**src/design/oki_pkg.sv**
```systemverilog
// Shared types, widths and constants for the three-wheel omni inverse kinematics block.
// Used by every module of the block; no dependencies.
`default_nettype none

package oki_pkg;

    // Fraction bits of the sine, cosine and wheel coefficients
    localparam int TRIG_FRAC_BITS = 15;

    localparam int FIELD_W  = 16;
    localparam int SPEED_W  = 24;
    localparam int Q30_W    = 30;                   // x, x^2 and partial products
    localparam int T_W      = 31;                   // Horner term, reaches 1.0 in Q30
    localparam int BASE_W   = TRIG_FRAC_BITS + 1;   // rounded base value, 0 .. 1.0
    localparam int TRIG_W   = TRIG_FRAC_BITS + 2;   // signed sine / cosine
    localparam int KPROD_W  = 2 * TRIG_W;
    localparam int SUM_W    = 2 * TRIG_FRAC_BITS + 5;
    localparam int COEF_W   = TRIG_FRAC_BITS + 3;
    localparam int PROD_W   = COEF_W + FIELD_W;
    localparam int TURN_W   = 2 * FIELD_W + 1;
    localparam int NEG_W    = TRIG_FRAC_BITS + 26;
    localparam int QUO_W    = NEG_W - TRIG_FRAC_BITS;
    localparam int NUM_CELLS  = 5;
    localparam int NUM_WHEELS = 3;
    localparam int RECIP_W  = 32;
    localparam int SHIFT_W  = 6;

    localparam logic [FIELD_W-1:0]     GAIN_RESET   = 16'd256;
    localparam logic [14:0]            QUARTER_TURN = 15'd16384;
    localparam logic [13:0]            EIGHTH_TURN  = 14'd8192;
    localparam logic [31:0]            PI_Q30       = 32'd3373259426;
    localparam logic [T_W-1:0]         ONE_Q30      = {1'b1, 30'd0};
    localparam logic [T_W-1:0]         TRIG_ROUND   = T_W'(1) << (29 - TRIG_FRAC_BITS);
    localparam logic [63:0]            HALF_SQRT3_Q30 = 64'd929887697;
    localparam logic signed [TRIG_W-1:0] HALF_SQRT3 =
        TRIG_W'((HALF_SQRT3_Q30 + (64'd1 << (29 - TRIG_FRAC_BITS))) >> (30 - TRIG_FRAC_BITS));

    localparam logic signed [QUO_W-1:0] SPEED_MAX = QUO_W'(24'sh7FFFFF);
    localparam logic signed [QUO_W-1:0] SPEED_MIN = QUO_W'(24'sh800000);
    localparam logic signed [NEG_W-1:0] TRUNC_BIAS =
        NEG_W'((64'd1 << TRIG_FRAC_BITS) - 64'd1);

    // floor(n / d) == (n * M) >> s for n < 2^30, s = 30 + ceil(log2 d), M = ceil(2^s / d)
    localparam logic [63:0] RECIP_72 = ((64'd1 << 37) + 64'd71) / 64'd72;
    localparam logic [63:0] RECIP_42 = ((64'd1 << 36) + 64'd41) / 64'd42;
    localparam logic [63:0] RECIP_20 = ((64'd1 << 35) + 64'd19) / 64'd20;
    localparam logic [63:0] RECIP_6  = ((64'd1 << 33) + 64'd5) / 64'd6;
    localparam logic [63:0] RECIP_90 = ((64'd1 << 37) + 64'd89) / 64'd90;
    localparam logic [63:0] RECIP_56 = ((64'd1 << 36) + 64'd55) / 64'd56;
    localparam logic [63:0] RECIP_30 = ((64'd1 << 35) + 64'd29) / 64'd30;
    localparam logic [63:0] RECIP_12 = ((64'd1 << 34) + 64'd11) / 64'd12;
    localparam logic [63:0] RECIP_2  = ((64'd1 << 31) + 64'd1) / 64'd2;

    // Sine lane idles in the first cell: a zero reciprocal keeps its term at 1.0
    localparam logic [RECIP_W-1:0] SIN_RECIP [NUM_CELLS] = '{
        32'd0, RECIP_W'(RECIP_72), RECIP_W'(RECIP_42), RECIP_W'(RECIP_20), RECIP_W'(RECIP_6)
    };
    localparam logic [SHIFT_W-1:0] SIN_SHIFT [NUM_CELLS] = '{
        6'd31, 6'd37, 6'd36, 6'd35, 6'd33
    };
    localparam logic [RECIP_W-1:0] COS_RECIP [NUM_CELLS] = '{
        RECIP_W'(RECIP_90), RECIP_W'(RECIP_56), RECIP_W'(RECIP_30),
        RECIP_W'(RECIP_12), RECIP_W'(RECIP_2)
    };
    localparam logic [SHIFT_W-1:0] COS_SHIFT [NUM_CELLS] = '{
        6'd37, 6'd36, 6'd35, 6'd34, 6'd31
    };

    typedef enum logic [1:0] {
        QUAD_FIRST,
        QUAD_SECOND,
        QUAD_THIRD,
        QUAD_FOURTH
    } oki_quad_t;

    typedef struct packed {
        oki_quad_t                  quad;
        logic                       swap;
        logic signed [FIELD_W-1:0]  vel_x;
        logic signed [FIELD_W-1:0]  vel_y;
        logic signed [FIELD_W-1:0]  turn_rate;
    } oki_side_t;

    typedef struct packed {
        logic [Q30_W-1:0] x;
        logic [Q30_W-1:0] x2;
        logic [T_W-1:0]   t_sin;
        logic [T_W-1:0]   t_cos;
        oki_side_t        side;
    } oki_lane_t;

    typedef struct packed {
        logic signed [COEF_W-1:0]  s0;
        logic signed [COEF_W-1:0]  c0;
        logic signed [COEF_W-1:0]  s1;
        logic signed [COEF_W-1:0]  c1;
        logic signed [COEF_W-1:0]  s2;
        logic signed [COEF_W-1:0]  c2;
        logic signed [TURN_W-1:0]  turn;
        logic signed [FIELD_W-1:0] vel_x;
        logic signed [FIELD_W-1:0] vel_y;
    } oki_coef_t;

    // floor((v + 2^(F-1)) / 2^F) on a signed Q2F value
    function automatic logic signed [COEF_W-1:0] round_q2f(input logic signed [SUM_W-1:0] v);
        logic signed [SUM_W-1:0] b;
        b = v + (SUM_W'(1) <<< (TRIG_FRAC_BITS - 1));
        return COEF_W'(b >>> TRIG_FRAC_BITS);
    endfunction

endpackage

`default_nettype wire

```
**src/design/oki_front.sv**
```systemverilog
// Front of the trig pipeline: folds the heading to an octant, scales it to radians
// in Q30 and squares it. Depends on oki_pkg.
`default_nettype none

module oki_front (
    input  wire logic                         aclk,
    input  wire logic                         aresetn,
    input  wire logic                         in_valid,
    output logic                              in_ready,
    input  wire logic [15:0]                  heading_angle,
    input  wire logic signed [15:0]           vel_x,
    input  wire logic signed [15:0]           vel_y,
    input  wire logic signed [15:0]           turn_rate,
    output logic                              out_valid,
    input  wire logic                         out_ready,
    output oki_pkg::oki_lane_t                out_lane
);
    import oki_pkg::*;

    logic               a_v_reg;
    logic [Q30_W-1:0]   x_reg;
    oki_side_t          side_reg;
    logic               b_v_reg;
    oki_lane_t          lane_reg;

    logic               a_ready;
    logic               b_ready;
    logic [13:0]        offset;
    logic [13:0]        fold;
    logic [45:0]        pi_prod;
    logic [59:0]        sq_prod;
    logic [Q30_W-1:0]   x_next;
    oki_side_t          side_next;
    oki_lane_t          lane_next;

    assign b_ready  = !b_v_reg || out_ready;
    assign a_ready  = !a_v_reg || b_ready;
    assign in_ready = a_ready;

    always_comb begin
        offset  = heading_angle[13:0];
        side_next.quad      = oki_quad_t'(heading_angle[15:14]);
        side_next.swap      = offset > EIGHTH_TURN;
        side_next.vel_x     = vel_x;
        side_next.vel_y     = vel_y;
        side_next.turn_rate = turn_rate;
        // past the octant boundary work from the far end of the quadrant
        fold    = side_next.swap ? 14'(QUARTER_TURN - {1'b0, offset}) : offset;
        pi_prod = 46'(fold) * 46'(PI_Q30);
        x_next  = pi_prod[44:15];
    end

    always_comb begin
        sq_prod         = 60'(x_reg) * 60'(x_reg);
        lane_next.x     = x_reg;
        lane_next.x2    = sq_prod[59:30];
        lane_next.t_sin = ONE_Q30;
        lane_next.t_cos = ONE_Q30;
        lane_next.side  = side_reg;
    end

    always_ff @(posedge aclk) begin
        if (!aresetn) begin
            a_v_reg <= 1'b0;
            b_v_reg <= 1'b0;
        end else begin
            if (a_ready) begin
                a_v_reg <= in_valid;
            end
            if (b_ready) begin
                b_v_reg <= a_v_reg;
            end
        end
    end

    always_ff @(posedge aclk) begin
        if (a_ready) begin
            x_reg    <= x_next;
            side_reg <= side_next;
        end
        if (b_ready) begin
            lane_reg <= lane_next;
        end
    end

    assign out_valid = b_v_reg;
    assign out_lane  = lane_reg;

endmodule

`default_nettype wire

```
**config.mk**
```make
export PLATFORM = sky130hd
export DESIGN_NAME = oki_front
export DESIGN_NICKNAME = d
export VERILOG_FILES = /design/src/design/oki_pkg.sv /design/src/design/oki_front.sv
export SDC_FILE = /design/constraint.sdc
export NUM_CORES = 2
export LEC_CHECK = 0
export BUFFER_PORTS_ARGS = -buffer_cell sky130_fd_sc_hd__buf_2
export CORE_ASPECT_RATIO = 1.2
export CORE_UTILIZATION = 25
export DETAILED_ROUTE_END_ITERATION = 16
export PLACE_DENSITY = 0.51
export SETUP_SLACK_MARGIN = 0.05
export SYNTH_ARGS = -nofsm -noshare
export SYNTH_HDL_FRONTEND = slang
export SYNTH_SLANG_ARGS = --single-unit
```
**constraint.sdc**
```tcl
create_clock -name aclk -period 12.9 [get_ports aclk]
set_input_delay 1.29 -clock aclk [delete_from_list [all_inputs] [get_ports aclk]]
set_output_delay 1.29 -clock aclk [all_outputs]
set_load 0.02 [all_outputs]
```
Word-level counts from Yosys, hierarchy flattened
Index checks and enable logic that the tools add are counted.
{"block": "op_classes", "n_addsub": 1, "multipliers": 2, "n_div": 0, "magnitude_cmp": 1, "n_eq_ne": 0, "n_shift": 0, "mux": 1, "bitwise": 0, "n_reduce_logical": 4}
{"operator": "$mul 30x30->60", "count": 1}
{"operator": "$mul 14x31->44 const B", "count": 1}
{"operator": "$gt 14x14->1 const B", "count": 1}
{"operator": "$mux 14", "count": 1}
{"operator": "$sub 1x14->14 const A", "count": 1}
{"operator": "$logic_not 1->1", "count": 2}
{"operator": "$logic_or 1x1->1", "count": 2}
{"block": "word_totals", "register_bits": 194, "latch_bits": 0, "mem_bits_rw": 0, "mem_bits_ro": 0, "input_bits": 68, "output_inout_bits": 175, "word_cells": 24, "n_memories": 0}

Logic depth before layout (Yosys ltp)
{"block": "logic_depth", "depth_word": 3, "mapped_depth": 30, "ltp_nobuf": 30}

Worst setup path after synthesis
No wires, ideal clock.
{"block": "synth_path", "path_type": "input to register", "start": "in heading_angle[0]", "end": "reg x_reg[23], data pin", "setup_ns": 0.260, "t_arrival_ns": 8.456, "required_time_ns": 12.640, "setup_slack_ns": 4.183, "path_stages": 29, "n_path_buf": 1, "cell_sequence": "inv_1 ha_1 nand2b_4 nor4_1 a21boi_1 nand2_1 xnor2_1 inv_1 fa_1 inv_1 fa_1 fa_1 fa_1 inv_1 fa_1 inv_1 fa_1 inv_1 ha_1 and4_1 clkbuf_1 a221o_1 a21o_1 nand2_1 a41oi_4 a221oi_4 o21bai_2 a311oi_2 xnor2_1"}
{"item": "start, declared", "line_no": "oki_front.sv:10", "text": "input wire logic [15:0] heading_angle,"}
{"item": "end signal, assigned", "line_no": "oki_front.sv:78", "text": "x_reg <= x_next;"}
{"item": "end, declared", "line_no": "oki_front.sv:21", "text": "logic [Q30_W-1:0] x_reg;"}

==> results.md <==
* GRT Max-Usage Layer: met2
* Final Setup Violations at 0
* Boundary Pins at roughly 240
* Die height at 426.5 µm
* Most common cell after layout, fill and taps aside: inv_1
* Final period util at 0.7591
* Status: finished, violations left
* CTS Buffer Depth at 2
* Minimum clock period at between 9 and 10 ns
* Violated checks: design-rule violations
* Drt via density at ~4.1
* Initial antenna violation count at 6
* Setup_tns at 0 ns
* Hold path cells at 0
* Worst EP arrival at between 10 and 15 ns
* Final Util at 0.2772
* GR Util met3 at 0.01175
* Overflow after GRT at 0
* First DRT Iteration DRCs at roughly 1000
* Layout cells sized above 1 at 0.07534
* Drt first pass iters at 11
* Post-synth EDFFs at ~190
* Initial Utilization at 0.2521
* Most frequent cells in the layout: inv_1 (1079), fa_1 (819), ha_1 (418)
* Avg WL per Cell at 16.48 µm
* Sequential share of the synthesized area at 0.1546
* MaxCap Viol Count at 0
* Synth Flop Type: edfxtp_1
* Syn avg cell area at roughly 11 µm²
* Post-synth cell types at 66
* Remaining antenna violation count after routing at 0
* Fillcell total at ~16000
* Crit-path slowest cell: xnor2_1
* Register area at 0.005806 mm²
* RePlAce Congestion at between 0.8 and 0.9
* Max-slew headroom at 0.2500
* Area of the multi-input gates at 0.02712 mm²
* Fmax achieved at a little over 0.1 GHz
* Die Footprint at roughly 0.15 mm²
* PortBufs at 180
* Row Count at 155
* Ys async rst share at 0
* Critical path data required time at approximately 13 ns
* Placed cell areas at 0.04064 mm²
* TritonCTS clock tree: yes
* Mapped Cells at 3567
* Largest net degree at the start of global routing at between 70 and 80
* Area growth from synthesis to layout at 9.958%
* Nets at 5022
* Met1 GRT Util at 0.1560
* R2R depth at 26
* Startpoint Class: primary input
* CP peak stage delay at about 0.65 ns
* Mapped Area at 0.03754 mm²
* YS warnings at 0
* CP Depth at 28
* Clock slew at reported path FFs at between 0.1 and 0.15 ns
* Postcts setup bufs at 0
* Setup slack at placement at about 2.6 ns
* Clock sink total at 194
* Final-report hold violation count at 0
* Via count at ~24000
* Element type at the critical path end: flip-flop
* CTS hold repair buffers at 0
* Crit-path max FO at 12
* Met2 GRT Util at 0.2441
* RSZ-0062 raised after global routing: false
* Global Route Usage Sum at 0.1302
* Crit path max-delay family: adder cells
* Core Region at around 0.15 mm²
* Final WL at around 94 mm
* Hold Path Class: reg2reg
* CTS Buf Count at 17
* First-pass GRT wire length at 150.3 mm
* Max FFs per register at 111
* Finished Cell Area at approximately 0.041 mm²
* Post-DP HPWL at around 77 mm
* Die Wd at around 360 µm
* Bufs and invs on worst path at 7
* # DRC at 4
* Ant diodes at 0
* CTS Root Cell: clkbuf_16
* Final Slew Violations at 0
* Measured slew at the worst slew-check pin at between 1 and 1.5 ns
* Kind of critical path: in2reg
* Post-CTS sizing at 0
* Setup ws final at approximately 3.1 ns
* Final Skew at ~0.035 ns
* Flop and latch count out of synthesis at slightly below 200
* Vias in the first global route at between 20000 and 30000
* H-tree levels at 4
* Worst skew pair latency at ~0.53 ns
==> layout make-up <==
cell class | instances | share of cell area
Multi-Input combinational cell | 2203 | 0.6569
Sequential cell | 194 | 0.1406
Inverter | 1083 | 0.09860
Tap cell | 1962 | 0.05947
Timing Repair Buffer | 218 | 0.02873
Clock buffer | 17 | 0.01031
Clock inverter | 15 | 0.005334
==> cells in the mapped netlist, types with 6 or more instances <==
library cell / number / area (µm²)
nand3_1: 19 / 95.09
a21o_1: 43 / 322.8
clkbuf_1: 84 / 315.3
nor3_1: 14 / 70.07
fa_1: 819 / 16400
a31oi_1: 8 / 50.05
edfxtp_1: 192 / 5766
nor4_1: 6 / 37.54
a21oi_1: 56 / 280.3
nand2b_1: 6 / 37.54
o21ai_0: 26 / 130.1
and2_1: 171 / 1070
nand2_1: 252 / 945.9
buf_4: 62 / 465.5
nor2_1: 77 / 289.0
xnor2_1: 60 / 525.5
or2_2: 8 / 50.05
o21bai_1: 11 / 82.58
xor2_1: 36 / 315.3
nor2b_1: 15 / 93.84
ha_1: 418 / 5230
nand4_1: 14 / 87.58
and3_1: 8 / 50.05
inv_1: 1080 / 4054
==> cells by family after synthesis <==
| family | after synthesis | synth area share |
|---|---|---|
| compound gates | 201 | 0.03823 |
| other cells | 2 | 0.0002000 |
| fa+ha+maj | 1237 | 0.5760 |
| simple gates | 604 | 0.07845 |
| flops | 194 | 0.1546 |
| xor+xnor | 96 | 0.02240 |
| buf+inv | 1230 | 0.1292 |
| mux | 3 | 0.0008332 |
==> per-stage QoR <==
step	cells	hold WS [ns]
finish	5692	0.4121
global route	5692	0.4195
CTS	5692	0.4189
detailed placement	5660	0.4045
global placement	5660	0.4001
floorplan	3627	0.4003
==> final timing paths <==
path,startpoint,endpoint,slack (ns)
hold / removal,lane_next[41]$_DFFE_PP_,out_lane[41]$_DFFE_PP_,0.41
setup reg to reg,x_reg[5]$_DFFE_PP_,out_lane[134]$_DFFE_PP_,3.71
hold reg to reg,lane_next[41]$_DFFE_PP_,out_lane[41]$_DFFE_PP_,0.41
setup / recovery,heading_angle[0],x_reg[28]$_DFFE_PP_,3.11
==> layer usage <==
layer,vias up,share of wire
li1,10780,-
met1,12200,0.41
met2,430,0.54
met3,104,0.030
met4,2,0.024
met5,-,0.00014
Power is not shown: default switching activity piles up to over one toggle a cycle in this logic, so the estimate is an artifact.
