<file path="src/design/oki_pkg.sv">
// Shared types, widths and constants for the three-wheel omni inverse kinematics block.
// Used by every module of the block; no dependencies.
`default_nettype none

package oki_pkg;

    // Fraction bits of the sine, cosine and wheel coefficients
    localparam int TRIG_FRAC_BITS = 15;

    localparam int FIELD_W  = 16;
    localparam int SPEED_W  = 24;
    localparam int Q30_W    = 30;                   // x, x^2 and partial products
    localparam int T_W      = 31;                   // Horner term, reaches 1.0 in Q30
    localparam int BASE_W   = TRIG_FRAC_BITS + 1;   // rounded base value, 0 .. 1.0
    localparam int TRIG_W   = TRIG_FRAC_BITS + 2;   // signed sine / cosine
    localparam int KPROD_W  = 2 * TRIG_W;
    localparam int SUM_W    = 2 * TRIG_FRAC_BITS + 5;
    localparam int COEF_W   = TRIG_FRAC_BITS + 3;
    localparam int PROD_W   = COEF_W + FIELD_W;
    localparam int TURN_W   = 2 * FIELD_W + 1;
    localparam int NEG_W    = TRIG_FRAC_BITS + 26;
    localparam int QUO_W    = NEG_W - TRIG_FRAC_BITS;
    localparam int NUM_CELLS  = 5;
    localparam int NUM_WHEELS = 3;
    localparam int RECIP_W  = 32;
    localparam int SHIFT_W  = 6;

    localparam logic [FIELD_W-1:0]     GAIN_RESET   = 16'd256;
    localparam logic [14:0]            QUARTER_TURN = 15'd16384;
    localparam logic [13:0]            EIGHTH_TURN  = 14'd8192;
    localparam logic [31:0]            PI_Q30       = 32'd3373259426;
    localparam logic [T_W-1:0]         ONE_Q30      = {1'b1, 30'd0};
    localparam logic [T_W-1:0]         TRIG_ROUND   = T_W'(1) << (29 - TRIG_FRAC_BITS);
    localparam logic [63:0]            HALF_SQRT3_Q30 = 64'd929887697;
    localparam logic signed [TRIG_W-1:0] HALF_SQRT3 =
        TRIG_W'((HALF_SQRT3_Q30 + (64'd1 << (29 - TRIG_FRAC_BITS))) >> (30 - TRIG_FRAC_BITS));

    localparam logic signed [QUO_W-1:0] SPEED_MAX = QUO_W'(24'sh7FFFFF);
    localparam logic signed [QUO_W-1:0] SPEED_MIN = QUO_W'(24'sh800000);
    localparam logic signed [NEG_W-1:0] TRUNC_BIAS =
        NEG_W'((64'd1 << TRIG_FRAC_BITS) - 64'd1);

    // floor(n / d) == (n * M) >> s for n < 2^30, s = 30 + ceil(log2 d), M = ceil(2^s / d)
    localparam logic [63:0] RECIP_72 = ((64'd1 << 37) + 64'd71) / 64'd72;
    localparam logic [63:0] RECIP_42 = ((64'd1 << 36) + 64'd41) / 64'd42;
    localparam logic [63:0] RECIP_20 = ((64'd1 << 35) + 64'd19) / 64'd20;
    localparam logic [63:0] RECIP_6  = ((64'd1 << 33) + 64'd5) / 64'd6;
    localparam logic [63:0] RECIP_90 = ((64'd1 << 37) + 64'd89) / 64'd90;
    localparam logic [63:0] RECIP_56 = ((64'd1 << 36) + 64'd55) / 64'd56;
    localparam logic [63:0] RECIP_30 = ((64'd1 << 35) + 64'd29) / 64'd30;
    localparam logic [63:0] RECIP_12 = ((64'd1 << 34) + 64'd11) / 64'd12;
    localparam logic [63:0] RECIP_2  = ((64'd1 << 31) + 64'd1) / 64'd2;

    // Sine lane idles in the first cell: a zero reciprocal keeps its term at 1.0
    localparam logic [RECIP_W-1:0] SIN_RECIP [NUM_CELLS] = '{
        32'd0, RECIP_W'(RECIP_72), RECIP_W'(RECIP_42), RECIP_W'(RECIP_20), RECIP_W'(RECIP_6)
    };
    localparam logic [SHIFT_W-1:0] SIN_SHIFT [NUM_CELLS] = '{
        6'd31, 6'd37, 6'd36, 6'd35, 6'd33
    };
    localparam logic [RECIP_W-1:0] COS_RECIP [NUM_CELLS] = '{
        RECIP_W'(RECIP_90), RECIP_W'(RECIP_56), RECIP_W'(RECIP_30),
        RECIP_W'(RECIP_12), RECIP_W'(RECIP_2)
    };
    localparam logic [SHIFT_W-1:0] COS_SHIFT [NUM_CELLS] = '{
        6'd37, 6'd36, 6'd35, 6'd34, 6'd31
    };

    typedef enum logic [1:0] {
        QUAD_FIRST,
        QUAD_SECOND,
        QUAD_THIRD,
        QUAD_FOURTH
    } oki_quad_t;

    typedef struct packed {
        oki_quad_t                  quad;
        logic                       swap;
        logic signed [FIELD_W-1:0]  vel_x;
        logic signed [FIELD_W-1:0]  vel_y;
        logic signed [FIELD_W-1:0]  turn_rate;
    } oki_side_t;

    typedef struct packed {
        logic [Q30_W-1:0] x;
        logic [Q30_W-1:0] x2;
        logic [T_W-1:0]   t_sin;
        logic [T_W-1:0]   t_cos;
        oki_side_t        side;
    } oki_lane_t;

    typedef struct packed {
        logic signed [COEF_W-1:0]  s0;
        logic signed [COEF_W-1:0]  c0;
        logic signed [COEF_W-1:0]  s1;
        logic signed [COEF_W-1:0]  c1;
        logic signed [COEF_W-1:0]  s2;
        logic signed [COEF_W-1:0]  c2;
        logic signed [TURN_W-1:0]  turn;
        logic signed [FIELD_W-1:0] vel_x;
        logic signed [FIELD_W-1:0] vel_y;
    } oki_coef_t;

    // floor((v + 2^(F-1)) / 2^F) on a signed Q2F value
    function automatic logic signed [COEF_W-1:0] round_q2f(input logic signed [SUM_W-1:0] v);
        logic signed [SUM_W-1:0] b;
        b = v + (SUM_W'(1) <<< (TRIG_FRAC_BITS - 1));
        return COEF_W'(b >>> TRIG_FRAC_BITS);
    endfunction

endpackage

`default_nettype wire

</file>
<file path="src/design/oki_coef.sv">
// Finishes sine and cosine, maps the quadrant and forms the three wheel coefficient
// pairs plus the scaled turn term. Depends on oki_pkg.
`default_nettype none

module oki_coef (
    input  wire logic                          aclk,
    input  wire logic                          aresetn,
    input  wire logic [oki_pkg::FIELD_W-1:0]   radius_gain,
    input  wire logic                          in_valid,
    output logic                               in_ready,
    input  wire oki_pkg::oki_lane_t            in_lane,
    output logic                               out_valid,
    input  wire logic                          out_ready,
    output oki_pkg::oki_coef_t                 out_coef
);
    import oki_pkg::*;

    logic                       c1_v_reg;
    logic [Q30_W-1:0]           sin_reg;
    logic [T_W-1:0]             cos_reg;
    oki_side_t                  c1_side_reg;
    logic                       c2_v_reg;
    logic signed [TRIG_W-1:0]   s_reg;
    logic signed [TRIG_W-1:0]   c_reg;
    logic signed [KPROD_W-1:0]  sk_reg;
    logic signed [KPROD_W-1:0]  ck_reg;
    oki_side_t                  c2_side_reg;
    logic                       c3_v_reg;
    oki_coef_t                  coef_reg;

    logic                       c1_ready;
    logic                       c2_ready;
    logic                       c3_ready;
    logic [60:0]                sin_prod;
    logic [T_W-1:0]             sin_rnd;
    logic [T_W-1:0]             cos_rnd;
    logic signed [TRIG_W-1:0]   sb;
    logic signed [TRIG_W-1:0]   cb;
    logic signed [TRIG_W-1:0]   bs;
    logic signed [TRIG_W-1:0]   bc;
    logic signed [TRIG_W-1:0]   s_next;
    logic signed [TRIG_W-1:0]   c_next;
    logic signed [SUM_W-1:0]    sk_w;
    logic signed [SUM_W-1:0]    ck_w;
    logic signed [SUM_W-1:0]    s_half;
    logic signed [SUM_W-1:0]    c_half;
    oki_coef_t                  coef_next;

    assign c3_ready = !c3_v_reg || out_ready;
    assign c2_ready = !c2_v_reg || c3_ready;
    assign c1_ready = !c1_v_reg || c2_ready;
    assign in_ready = c1_ready;

    assign sin_prod = 61'(in_lane.x) * 61'(in_lane.t_sin);

    always_comb begin
        sin_rnd = T_W'(sin_reg) + TRIG_ROUND;
        cos_rnd = cos_reg + TRIG_ROUND;
        bs = $signed(TRIG_W'(BASE_W'(sin_rnd >> (30 - TRIG_FRAC_BITS))));
        bc = $signed(TRIG_W'(BASE_W'(cos_rnd >> (30 - TRIG_FRAC_BITS))));
        // beyond the octant boundary the series ran on the complement angle
        sb = c1_side_reg.swap ? bc : bs;
        cb = c1_side_reg.swap ? bs : bc;
        case (c1_side_reg.quad)
            QUAD_FIRST: begin
                s_next = sb;
                c_next = cb;
            end
            QUAD_SECOND: begin
                s_next = cb;
                c_next = -sb;
            end
            QUAD_THIRD: begin
                s_next = -sb;
                c_next = -cb;
            end
            QUAD_FOURTH: begin
                s_next = -cb;
                c_next = sb;
            end
            default: begin
                s_next = sb;
                c_next = cb;
            end
        endcase
    end

    always_comb begin
        sk_w   = SUM_W'(sk_reg);
        ck_w   = SUM_W'(ck_reg);
        s_half = SUM_W'(s_reg) <<< (TRIG_FRAC_BITS - 1);
        c_half = SUM_W'(c_reg) <<< (TRIG_FRAC_BITS - 1);
        coef_next.s0    = round_q2f(sk_w + c_half);
        coef_next.c0    = round_q2f(ck_w - s_half);
        coef_next.s1    = round_q2f(c_half - sk_w);
        coef_next.c1    = round_q2f(-ck_w - s_half);
        coef_next.s2    = -COEF_W'(c_reg);
        coef_next.c2    = COEF_W'(s_reg);
        coef_next.turn  = TURN_W'($signed({1'b0, radius_gain})) *
                          TURN_W'(c2_side_reg.turn_rate);
        coef_next.vel_x = c2_side_reg.vel_x;
        coef_next.vel_y = c2_side_reg.vel_y;
    end

    always_ff @(posedge aclk) begin
        if (!aresetn) begin
            c1_v_reg <= 1'b0;
            c2_v_reg <= 1'b0;
            c3_v_reg <= 1'b0;
        end else begin
            if (c1_ready) begin
                c1_v_reg <= in_valid;
            end
            if (c2_ready) begin
                c2_v_reg <= c1_v_reg;
            end
            if (c3_ready) begin
                c3_v_reg <= c2_v_reg;
            end
        end
    end

    always_ff @(posedge aclk) begin
        if (c1_ready) begin
            sin_reg     <= sin_prod[59:30];
            cos_reg     <= in_lane.t_cos;
            c1_side_reg <= in_lane.side;
        end
        if (c2_ready) begin
            s_reg       <= s_next;
            c_reg       <= c_next;
            sk_reg      <= KPROD_W'(s_next) * KPROD_W'(HALF_SQRT3);
            ck_reg      <= KPROD_W'(c_next) * KPROD_W'(HALF_SQRT3);
            c2_side_reg <= c1_side_reg;
        end
        if (c3_ready) begin
            coef_reg <= coef_next;
        end
    end

    assign out_valid = c3_v_reg;
    assign out_coef  = coef_reg;

endmodule

`default_nettype wire

</file>
<file path="config.mk">
export PLATFORM = sky130hd
export DESIGN_NAME = oki_coef
export DESIGN_NICKNAME = d
export VERILOG_FILES = /design/src/design/oki_pkg.sv /design/src/design/oki_coef.sv
export SDC_FILE = /design/constraint.sdc
export NUM_CORES = 2
export LEC_CHECK = 0
export BUFFER_PORTS_ARGS = -buffer_cell sky130_fd_sc_hd__buf_2
export CAP_MARGIN = 20
export CORE_UTILIZATION = 60
export CTS_BUF_LIST = sky130_fd_sc_hd__clkbuf_4 sky130_fd_sc_hd__clkbuf_8 sky130_fd_sc_hd__clkbuf_16
export CTS_CLUSTER_DIAMETER = 50
export DETAILED_ROUTE_END_ITERATION = 10
export GPL_TIMING_DRIVEN = 0
export PLACE_DENSITY = 0.85
export SLEW_MARGIN = 5
export SYNTH_ARGS = -nofsm -noshare
export SYNTH_HDL_FRONTEND = slang
export SYNTH_SLANG_ARGS = --single-unit
</file>
<file path="constraint.sdc">
create_clock -name aclk -period 11.65 [get_ports aclk]
set_input_delay 1.7475 -clock aclk [delete_from_list [all_inputs] [get_ports aclk]]
set_output_delay 1.7475 -clock aclk [all_outputs]
set_load 0.05 [all_outputs]
</file>
# Word-level counts from Yosys, hierarchy flattened
# Cells that the tools add are included.
[totals]
ff_bits = 433
latchBits = 0
ram_bits = 0
rom_bits = 0
output_inout_bits = 175
word_cells = 58
mem_count = 0
[op_classes]
addsub = 14
mul = 4
div = 0
order_cmp = 0
eq_ne = 3
shift = 0
muxes = 4
bitwise = 0
n_reduce_logical = 7
[op_table]
columns = ["op", "count"]
rows = [
  ["$pmux W17 S4", 2],
  ["$add A33 B16 Y33 const B", 4],
  ["$sub A33 B31 Y33", 2],
  ["$mul A17 B15 Y32 const B", 2],
  ["$mul A30 B31 Y60", 1],
  ["$neg A16 Y17", 2],
  ["$add A33 B31 Y33", 1],
  ["$mul A17 B16 Y33", 1],
  ["$neg A33 Y33", 1],
  ["$sub A31 B33 Y33", 1],
  ["$mux W16", 2],
  ["$add A30 B15 Y31 const B", 1],
  ["$add A31 B15 Y31 const B", 1],
  ["$neg A17 Y18", 1],
  ["$eq A2 B2 Y1 const B", 2],
  ["$logic_not A1 Y1", 3],
  ["$logic_or A1 B1 Y1", 3],
  ["$eq A2 B1 Y1 const B", 1],
  ["$logic_not A2 Y1", 1],
]

# Logic depth before layout (Yosys ltp)
[logic_depth]
depth_word = 5
depth_mapped = 35
ltp_nobuf = 35

# Worst setup path before layout
# No wires, ideal clock.
[synth_timing]
kind = "input port to flip-flop"
from = "input in_lane[149] (netlist bit)"
to = "register sin_reg[25], data pin"
setup_ns = 0.258
arrival_time_ns = 8.534
required_ns = 11.392
path_slack_ns = 2.858
cell_stages = 24
cell_sequence = "clkbuf_1 -> nand2_1 -> fa_1 -> inv_1 -> fa_1 -> fa_1 -> inv_1 -> fa_1 -> fa_1 -> fa_1 -> inv_1 -> fa_1 -> fa_1 -> ha_1 -> a21o_1 -> a221oi_1 -> a31oi_1 -> a211o_1 -> or3_1 -> a22o_1 -> a21oi_1 -> o21ai_1 -> a21oi_1 -> xnor2_1"
[synth_via]
elab_chain_cells = 1
[synth_lines]
columns = ["item", "line", "rtl"]
rows = [
  ["from (decl)", "oki_coef.sv:11", "input wire oki_pkg::oki_lane_t in_lane,"],
  ["$mul A30 B31 Y60", "oki_coef.sv:54", "assign sin_prod = 61'(in_lane.x) * 61'(in_lane.t_sin);"],
  ["net sin_prod[55]", "oki_coef.sv:34", "logic [60:0] sin_prod;"],
  ["to (signal assigned)", "oki_coef.sv:125", "sin_reg <= sin_prod[59:30];"],
  ["to (decl)", "oki_coef.sv:19", "logic [Q30_W-1:0] sin_reg;"],
]
# The timed path passes the listed nets, and every way through them passes these cells.
# A chain may end at the register's enable or synchronous reset.

# Worst setup path after layout
[layout_timing]
from = "input in_lane[83] (netlist bit)"
to = "register sin_reg[25], data pin"
# Same word-level chain as after synthesis.

==> impl_metrics.csv <==
group,metric,value,unit
synth,ys_seq_area_frac,0.177,
status,violations,"DRC",
routing,antenna_left,0,
synth,synth_area_leaders,"fa_1, edfxtp_1, ha_1, inv_1, nand2_1",
routing,top_layer_used,"met5",
status,outcome,"complete, but fails checks",
finish,multi_input_area,0.0492,mm^2
sta,rsz0062_at_grt,"no",
routing,dr_wl_met2,90.2,mm
routing,wl,193,mm
synth,ys_ff_latch,401,
worst_setup_path,end_kind,"flop",
clock_tree,tritoncts,"done",
global_route,grt_pass1_vias,54100,
synth,yosysMostFrequentCell,"inv_1",
clock_tree,cts.repair.resized,0,
placed_design,gp_congestion,1.00,
finish,fillers,8690,
clock_tree,clock_latency,0.65,ns
finish,instances_no_fill,8755,
global_route,grt_pass1_wl,300,mm
worst_setup_path,crit_buf_inv,6,
sta,worst_pin_slew,1.12,ns
clock_tree,holdBufCountCts,0,
synth,postSynthAreaPerCell,9.91,um^2
routing,drt-pass1-iter-count,10,
finish,largest_reg_flops,172,
flow_run,maxCapViolations,0,
sta,hold_viol_final,0,
finish,regArea,0.0120,mm^2
synth,yosysTopAreaCellShare,0.368,
routing,drtIter0Drc,4013,
clock_tree,cts_setup_buffers,0,
global_route,grt_max_degree,129,
placed_design,hpwl,162,mm
floorplanning,die_w,339,um
routing,drt-met1-wl,71.1,mm
global_route,grtUsageTotal,0.342,
worst_setup_path,worst_path_largest_cell_delay,0.73,ns
clock_tree,root_buffer,"clkbuf_16",
routing,via_per_inst,5.75,
floorplanning,rows,123,
floorplanning,coreArea,0.112,mm^2
worst_setup_path,crit_fanout,10,
clock_tree,cts.sinks,401,
min_path,hold_path_class,"reg -> reg",
synth,ys.flop_type,"edfxtp_1",
floorplanning,dieArea,0.115,mm^2
clock_tree,htree_levels,2,
routing,num_vias,50300,
sta,maxSlewViolCount,0,
worst_setup_path,worst-setup-path-type,"in -> reg",
synth,synth_cell_types,97,
worst_setup_path,start_kind,"input pin",
synth,post-synth-top-area-cell,"fa_1",
finish,areaGrowthSynthToFinish,7.69,%
sta,slew_headroom,0.250,
floorplanning,chipHeight,339,um
sta,min_period_over_period,0.888,
worst_setup_path,slowest_stage,"nor4_1",
worst_setup_path,arrival,10.72,ns
worst_setup_path,cp.required,12.02,ns
sta,fin_ws,1.30,ns
clock_tree,cts_buffers,47,
worst_setup_path,critical-path-top-delay-family,"adder cells",
sta,max_freq,0.0966,GHz
worst_setup_path,cp_common_cell,"fa_1",
placed_design,numPortBuffers,295,
clock_tree,cts.clk_slew.worst_paths,0.07,ns
global_route,grt-ovfl-total,0,
floorplanning,start_util,0.605,
finish,layout-drive-gt1-share,0.0638,
routing,drc,4,
synth,synth_fp_nets,9052,
synth,ys_warn_count,0,
sta,setup_viol,0,
global_route,antenna_found_initial,1,
routing,avgRoutedWirePerCell,22.0,um
finish,diodes,0,
synth,syn_area,0.0680,mm^2
sta,finClkSkew,0.0527,ns
synth,syn-instance-count,6862,
floorplanning,ioPinCount,368,
placed_design,pre_cts_ws,0.920,ns
synth,synth_common_cells,"inv_1, fa_1, nand2_1",
synth,synth_edf_count,398,
placed_design,place_inst,8666,
routing,wl_met3,21.1,mm
sta,layout_min_cycle_time,10.35,ns
clock_tree,max-clock-path-buffers,3,
synth,synth-async-reset-ratio,0,
sta,fin_setup_tns,0,ns
finish,final_nets,9407,
through the flow:
step / area [um^2] / hold WS (ns) / utilization
2_1_floorplan: 68000 / 0.400 / -
4_1_cts: 73200 / 0.372 / 0.651
3_3_place_gp: 71400 / 0.401 / 0.634
5_1_grt: 73200 / 0.379 / 0.651
3_5_place_dp: 71600 / 0.405 / 0.636
6_report: 73200 / 0.376 / 0.651
cell usage in the layout (no fill, tap or decap), types with 38 or more instances in the layout:
master | synthesis | routed
nor3_1 | 43 | 43
buf_2 | 4 | 301
and2_1 | 345 | 345
a21o_1 | 78 | 78
xor2_1 | 66 | 66
clkbuf_16 | 0 | 47
a21oi_1 | 184 | 184
ha_1 | 748 | 748
nor2_1 | 173 | 173
clkbuf_1 | 239 | 239
o21ai_0 | 99 | 99
nand3_1 | 78 | 77
edfxtp_1 | 398 | 398
inv_1 | 1552 | 1551
xnor2_1 | 156 | 156
fa_1 | 1249 | 1249
nand2b_1 | 38 | 38
nand2_1 | 956 | 955
logic make-up after synthesis:
group	Yosys count	share of synthesized area
fa+ha+maj	1997	0.505
flops	401	0.177
simple gates	1778	0.122
compound gates	608	0.0590
xor+xnor	222	0.0286
buf+inv	1807	0.100
mux	49	0.00874
path summary, 6_finish.rpt:
path	start	endpoint	slack, ns	cells past startpoint
setup reg to reg	cos_reg[15]$_DFFE_PP_	sk_reg[31]$_DFFE_PP_	1.44	29
setup / recovery	in_lane[83]	sin_reg[25]$_DFFE_PP_	1.30	26
hold / removal	c1_side_reg[26]$_DFFE_PP_	c2_side_reg[26]$_DFFE_PP_	0.38	0
hold reg to reg	c1_side_reg[26]$_DFFE_PP_	c2_side_reg[26]$_DFFE_PP_	0.38	0
per-layer routing:
metal  GRT usage  vias up
met1       0.418    25100
met4       0.160        2
met2       0.564     2716
li1            -    21900
met5           0        -
met3      0.0942      630
area by class of cell:
| cell class | instances | share of cell area |
|---|---|---|
| Buffer | 254 | 0.0133 |
| Clock buffer | 48 | 0.0162 |
| Clock inverter | 39 | 0.00653 |
| Inverter | 1553 | 0.0797 |
| Multi-Input combinational cell | 4654 | 0.672 |
| Sequential cell | 401 | 0.164 |
| Tap cell | 1500 | 0.0256 |
| Timing Repair Buffer | 306 | 0.0224 |
Power is not shown: default switching activity piles up to over one toggle a cycle in this logic, so the estimate is an artifact.
